File: src/design/rational_arithmetic_unit_core_macros.svh
// assertion macros for the rational arithmetic unit
// used by the controller and the top level
`ifndef RATIONAL_ARITHMETIC_UNIT_CORE_MACROS_SVH
`define RATIONAL_ARITHMETIC_UNIT_CORE_MACROS_SVH

// property holds at every edge outside reset
`define RAU_ASSERT(label, prop, msg) \
  label: assert property (@(posedge clk_i) disable iff (!rst_ni) (prop)) else $error(msg);

`endif

File: src/design/rau_pkg.sv
// types and constants for the rational arithmetic unit
// no dependencies
package rau_pkg;

  localparam int unsigned OpW = 32;
  localparam int unsigned WideW = 64;

  localparam logic [2:0] KIND_ADD = 3'd0;
  localparam logic [2:0] KIND_SUB = 3'd1;
  localparam logic [2:0] KIND_MUL = 3'd2;
  localparam logic [2:0] KIND_DIV = 3'd3;
  localparam logic [2:0] KIND_CMP = 3'd4;

  typedef struct packed {
    logic [2:0] kind;
    logic signed [OpW-1:0] a_num;
    logic signed [OpW-1:0] a_den;
    logic signed [OpW-1:0] b_num;
    logic signed [OpW-1:0] b_den;
  } req_t;

  typedef struct packed {
    logic signed [WideW-1:0] res_num;
    logic [WideW-2:0] res_den;
    logic less;
    logic equal;
    logic greater;
    logic error;
  } rsp_t;

  // datapath commands
  typedef enum logic [2:0] {
    CMD_NONE,
    CMD_LOAD,
    CMD_PROD,
    CMD_COMB,
    CMD_DIV_START,
    CMD_DIV_STEP,
    CMD_DIV_TAKE,
    CMD_FINISH
  } cmd_e;

  typedef struct packed {
    logic div_done;
    logic gcd_done;
    logic early;
  } status_t;

endpackage

File: src/design/rau_ctrl.sv
// controller for the rational arithmetic unit
// uses rau_pkg and the macro header
`include "rational_arithmetic_unit_core_macros.svh"

module rau_ctrl (
  input  logic clk_i,
  input  logic rst_ni,
  input  logic start_i,
  input  rau_pkg::status_t status_i,
  output rau_pkg::cmd_e cmd_o,
  output logic busy_o,
  output logic done_o
);

  // gcd runs remainders, then two divides of n and d by g
  typedef enum logic [3:0] {
    S_IDLE, S_PROD, S_COMB, S_GCD_START, S_GCD_RUN, S_GCD_TAKE,
    S_DIVN_START, S_DIVN_RUN, S_DIVD_START, S_DIVD_RUN, S_FIN
  } state_e;

  state_e state_q;
  logic done_q;

  always_comb begin
    cmd_o = rau_pkg::CMD_NONE;
    unique case (state_q)
      S_IDLE: if (start_i) cmd_o = rau_pkg::CMD_LOAD;
      S_PROD: cmd_o = rau_pkg::CMD_PROD;
      S_COMB: cmd_o = rau_pkg::CMD_COMB;
      S_GCD_START, S_DIVN_START, S_DIVD_START: cmd_o = rau_pkg::CMD_DIV_START;
      S_GCD_RUN, S_DIVN_RUN, S_DIVD_RUN: cmd_o = rau_pkg::CMD_DIV_STEP;
      S_GCD_TAKE: cmd_o = rau_pkg::CMD_DIV_TAKE;
      S_FIN: cmd_o = rau_pkg::CMD_FINISH;
      default: cmd_o = rau_pkg::CMD_NONE;
    endcase
  end

  always_ff @(posedge clk_i or negedge rst_ni) begin
    if (!rst_ni) begin
      state_q <= S_IDLE;
      done_q <= 1'b0;
    end else begin
      done_q <= 1'b0;
      unique case (state_q)
        S_IDLE: if (start_i) state_q <= S_PROD;
        S_PROD: state_q <= status_i.early ? S_FIN : S_COMB;
        S_COMB: state_q <= status_i.early ? S_FIN : S_GCD_START;
        S_GCD_START: state_q <= status_i.gcd_done ? S_DIVN_START : S_GCD_RUN;
        S_GCD_RUN: if (status_i.div_done) state_q <= S_GCD_TAKE;
        S_GCD_TAKE: state_q <= S_GCD_START;
        S_DIVN_START: state_q <= S_DIVN_RUN;
        S_DIVN_RUN: if (status_i.div_done) state_q <= S_DIVD_START;
        S_DIVD_START: state_q <= S_DIVD_RUN;
        S_DIVD_RUN: if (status_i.div_done) state_q <= S_FIN;
        S_FIN: begin
          state_q <= S_IDLE;
          done_q <= 1'b1;
        end
        default: state_q <= S_IDLE;
      endcase
    end
  end

  assign busy_o = (state_q != S_IDLE);
  assign done_o = done_q;

  `RAU_ASSERT(a_done_idle, done_q |-> state_q == S_IDLE, "done outside idle")
  `RAU_ASSERT(a_fin_done, state_q == S_FIN |=> done_q, "finish without done")
  `RAU_ASSERT(a_start_busy, (state_q == S_IDLE && start_i) |=> state_q == S_PROD,
              "start not taken")

endmodule

File: config.mk
export PLATFORM = sky130hd
export DESIGN_NAME = rau_ctrl
export DESIGN_NICKNAME = d
export VERILOG_FILES = /design/src/design/rau_pkg.sv /design/src/design/rau_ctrl.sv
export VERILOG_INCLUDE_DIRS = /design/src /design/src/design
export SDC_FILE = /design/constraint.sdc
export NUM_CORES = 1
export LEC_CHECK = 0
export BUFFER_PORTS_ARGS = -buffer_cell sky130_fd_sc_hd__buf_2
export CELL_PAD_IN_SITES_DETAIL_PLACEMENT = 0
export CELL_PAD_IN_SITES_GLOBAL_PLACEMENT = 1
export CORE_AREA = 2 2 39 41
export CTS_CLUSTER_SIZE = 30
export DETAILED_ROUTE_END_ITERATION = 12
export DIE_AREA = 0 0 41 43
export GPL_ROUTABILITY_DRIVEN = 0
export GPL_TIMING_DRIVEN = 0
export HOLD_SLACK_MARGIN = 0.08
export PLACE_DENSITY_LB_ADDON = 0.15
export SLEW_MARGIN = 20
export SYNTH_ARGS = -nofsm -noshare
export SYNTH_HDL_FRONTEND = slang
export SYNTH_SLANG_ARGS = --single-unit
File: constraint.sdc
create_clock -name clk_i -period 1.4 [get_ports clk_i]
set_clock_uncertainty 0.05 [all_clocks]
set_input_delay 0 -clock clk_i [delete_from_list [all_inputs] [get_ports clk_i]]
set_output_delay 0 -clock clk_i [all_outputs]
set_load 0.01 [all_outputs]
# Word-level counts from Yosys, hierarchy flattened
# Index checks and enable logic that the tools add are counted.
op_classes:
  eq_ne: 14
  n_mux: 11
  reduce_logical: 5
op_table:
  columns: ["cell", "n"]
  rows:
  - ["$pmux 4 s10", 1]
  - ["$mux 4", 6]
  - ["$pmux 3 s7", 1]
  - ["$eq 4x3->1 const B", 4]
  - ["$eq 4x4->1 const B", 3]
  - ["$eq 4x2->1 const B", 2]
  - ["$ne 2x2->1 const B", 4]
  - ["$reduce_or 3->1", 2]
  - ["$eq 4x1->1 const B", 1]
  - ["$logic_not 4->1", 1]
  - ["$reduce_and 4->1", 1]
  - ["$reduce_bool 4->1", 1]
  - ["$mux 1", 2]
  - ["$mux 2", 1]
totals:
  ff_bits: 5
  input_bits: 6
  output_inout_bits: 5
  wordCells: 32

# Longest topological paths before layout
logic_depth:
  ltp_word: 3
  ltp_mapped: 5
  mapped_depth_nobuf: 4

# Least setup slack after synthesis
# OpenSTA, ideal clock, no wires.
synth_timing:
  kind: "register -> register"
  from: "register state_q[2]"
  to: "register state_q[3]"
  setup_time_ns: 0.130
  t_arrival_ns: 0.996
  required_ns: 1.220
  setup_slack_ns: 0.224
  stages_incl_launch_ff: 4
  path_buffers: 1
  period_less_slack_ns: 1.176
  cell_sequence: "dfrtp_1 buf_2 nor4_1 o32ai_2"
synth_between:
  elab_chain_len: 3
  elab_cells_between_ends: 16
  classes_between: "13 x eq/ne; 1 x mux; 2 x reduce/logical"
synth_rtl:
  columns: ["item", "line_no", "text"]
  rows:
  - ["start, declared", "rau_ctrl.sv:21", "state_e state_q;"]
  - ["start signal, assigned", "rau_ctrl.sv:46", "S_PROD: state_q <= status_i.early ? S_FIN : S_COMB;"]
  - ["start signal, assigned", "rau_ctrl.sv:47", "S_COMB: state_q <= status_i.early ? S_FIN : S_GCD_START;"]
  - ["start signal, assigned", "rau_ctrl.sv:48", "S_GCD_START: state_q <= status_i.gcd_done ? S_DIVN_START : S_GCD_RUN;"]
  - ["$eq 4x3->1, or another cell as far along", "rau_ctrl.sv:44", "unique case (state_q)"]
  - ["$ne 2x2->1 (no source line)", null, null]
  - ["$reduce_and 4->1 (no source line)", null, null]
# Several ways; a longest one is shown, not always the timed one.
# A chain may end at the register's enable or synchronous reset.

# Worst setup path in the final report
layout_timing:
  from: "register state_q[0]"
  to: "output port busy_o"
layout_between:
  elab_chain_len: 1
layout_rtl:
  columns: ["item", "line_no", "text"]
  rows:
  - ["$reduce_bool 4->1", "rau_ctrl.sv:64", "assign busy_o = (state_q != S_IDLE);"]
  - ["end, declared", "rau_ctrl.sv:11", "output logic busy_o,"]
# Every way passes these cells.

==> metrics.md <==
| Metric | Value |
|---|---|
| Combinational power share | `69.5%` |
| CP startpoint kind | `flop` |
| Register area share after synthesis | `28.74%` |
| Synth top area cells | `dfrtp_1 29%, nand2b_1 7.2%, o22ai_1 5.7%` |
| Post-DR wirelength/cell | `11.71 um` |
| Syn Nets | `between 50 and 60` |
| Mapped Area | `between 400 and 500 um2` |
| Worst hold slack | `about 120 ps` |
| Vias/cell | `5.247` |
| R2R depth | `4` |
| Initial core utilization | `approximately a third` |
| Total number of vias | `approximately 470` |
| Max_slew headroom | `79.11%` |
| PwrDens | `2445 nW/um2` |
| CTS tree | `yes` |
| Reg clk slew, reported paths | `40 ps` |
| Initial antenna violation count | `0` |
| Worst Setup SP | `state_q[0]` |
| Core area | `1384 um2` |
| Hold Vio Cnt, Final | `0` |
| Critical R2R Launch | `state_q[3]` |
| Die Ht | `43 um` |
| Status | `finished clean` |
| Synth top cells by count | `6 x nand2_1, 6 x nor2_1, 5 x dfrtp_1, 5 x nand2b_1` |
| CP Data Arrival Time | `1350 ps` |
| Final Total Pwr | `roughly 1500 uW` |
| R2r setup slk | `120 ps` |
| Synth Instances | `52` |
| Skew-Pair Late Insertion Delay | `between 200 and 250 ps` |
| Post-synth EDFFs | `0` |
| Die footprint | `between 1500 and 2000 um2` |
| Period minus WS final | `1397 ps` |
| Design area | `a little over 600 um2` |
| Hold Crit Class | `primary input to flop` |
| Max-slew violations | `0` |
| Layout cells sized above 1 | `between 40 and 50%` |
| Yosys top cell by area | `dfrtp_1` |
| Clock share of power | `10.7%` |
| Net Sw Power | `642.6 uW` |
| DRT Pass-1 Iters | `4` |
| CP required | `1350 ps` |
| Switching share of power | `42.79%` |
| #FFs+latches synth | `5` |
| I/O pin total | `11` |
| Vias in the first global route | `372` |
| CP endpoint | `busy_o` |
| Worst R2R End | `state_q[3]` |
| Internal power | `859.2 uW` |
| Final worst-path cycle share | `between 90% and 100%` |
| Mean Syn Cell Area | `8.373 um2` |
| Largest net degree at the start of global routing | `11` |
| DRC viols | `0` |
| Worst setup EP type | `primary output` |
| Routed Antenna Nets | `0` |
| Post-synth top flop | `dfrtp_1` |
| TritonCTS Buffers | `3` |
| PortBufs | `10` |
| CP Class | `flop to primary output` |
| Synth top area share | `28.74%` |
| Max Root-Sink Buffers | `2` |
| Area growth, synth to finish | `41.09%` |
| Global-route wire length before repair | `1635 um` |
| Iteration-0 DRC Markers | `10` |
| Max_cap viols | `0` |
| Nets | `80` |
| Final worst slack | `between 3 and 4 ps` |
| CTS Root Cell | `clkbuf_4` |
| Total Routing Usage GR | `13.74%` |
| Post-synth cell types | `24` |
| DPL Wire Length | `703.4 um` |
| Asr flop ratio synth | `100.0%` |
| Fin cells | `89` |
| Endpoints failing setup | `0` |
| WL final | `1042 um` |
| Grt total ovfl | `0` |
| RSZ-0062 raised after global routing | `true` |
| Dpl cells | `between 70 and 80` |
| H-Tree Depth | `1` |
| Post-Place Worst Slack | `109.7 ps` |
| CP Max Fanout | `8` |
| Leak | `between 0.0002 and 0.0003 uW` |
| Worst-Margin Slew | `310.5 ps` |
| Synth warn | `0` |
| Seq pwr share | `19.8%` |
| CTS sink count | `5` |
| N_diodes | `0` |
| Placed inst area | `~510 um2` |
| F_max | `0.7159 GHz` |
| Maximum resistive drop on vdd | `0.0009782 V` |
| Placement row count | `14` |
| Chip width | `41 um` |
[critical path, stage by stage, from the launching register on]
cell and delay [ps]:
dfrtp_2 430, buf_6 140, or4_1 390, buf_2 150
[flip-flops by register name (all words and copies together), names as in the netlist]
register and flops:
done_o 1, state_q 4
[logic make-up (layout without fill, tap and decap cells)]
logic type      after synthesis  count (layout)  synth area share (%)
flops                         5               5                 28.74
simple gates                 24              24                 29.88
xor+xnor                      1               1                 2.012
buf+inv                       4              25                 6.033
compound gates               18              18                 33.33
[metal layers]
| metal | global-route usage, % | vias up | share of wire [%] |
|---|---|---|---|
| li1 | - | 237 | - |
| met1 | 19.02 | 221 | 45 |
| met2 | 18.75 | 9 | 52 |
| met3 | 1.571 | 0 | 3.3 |
| met4 | 10.00 | 0 | 0 |
| met5 | 0 | - | 0 |
[area by class of cell]
type,count,area [um2]
Buffer,3,30.03
Clock buffer,4,26.28
Fill cell,150,769.5
Sequential cell,5,128.9
Tap cell,16,20.02
Multi-Input combinational cell,43,291.5
Timing Repair Buffer,18,117.6
[worst min-delay path by stage]
stage                start          to  slack, ps  depth (start not counted)
2_1_floorplan       rst_ni      done_o       -350                          0
4_1_cts        status_i[1]  state_q[1]        100                          4
5_1_grt        status_i[1]  state_q[1]        110                          4
3_3_place_gp        rst_ni  state_q[1]       -240                          1
6_report           start_i  state_q[3]        120                          3
3_5_place_dp        rst_ni  state_q[2]       -230                          1
[power by group through the flow]
stage                     Sequential, uW  Clock, uW  Combinational [uW]
final                                298        161                1040
after global routing                 307        180                1140
after CTS                            298        172                1020
after detailed placement             296          0                 889
after global placement               302          0                 905
after floorplan                      274          0                 694
[placed cells by master, fill, tap and decap left out]
cell type      synthesis  routed
buf_2                  3      10
a32oi_1                1       1
xnor2_1                1       1
o21ai_2                1       1
buf_6                  1       2
o22ai_1                4       4
nand2b_1               5       4
o21bai_1               2       2
nor2b_1                2       2
o2111ai_1              1       1
a2bb2oi_2              1       1
nand2b_4               1       2
dlygate4sd3_1          0       3
o32ai_2                1       1
a21boi_2               1       1
and2b_2                1       1
nor4_1                 1       1
o211ai_1               1       1
nand2_1                6       6
a21oi_1                4       4
or4_1                  1       1
nand3_1                1       1
clkbuf_4               0       3
clkbuf_1               0       1
nor2_1                 6       6
dfrtp_1                5       2
buf_4                  0       6
o22a_1                 1       1
dfrtp_2                0       3
[metrics by stage]
stage	TNS, ps	util, %
after floorplan	0	-
after global placement	0	36.53
after detailed placement	0	36.53
after CTS	-45.41	44.03
after global routing	-100.4	44.39
final	0	44.39
[repair_timing]
item | 4_1_cts | 5_1_grt
hold endpoints to repair | 6 | 0
gates cloned | 0 | 0
buffers inserted | 3 | 2
hold buffers | 3 | 0
resized for setup | 8 | 1
setup endpoints to repair | 3 | 3
Note: power is estimated with default switching activity, not from simulation.
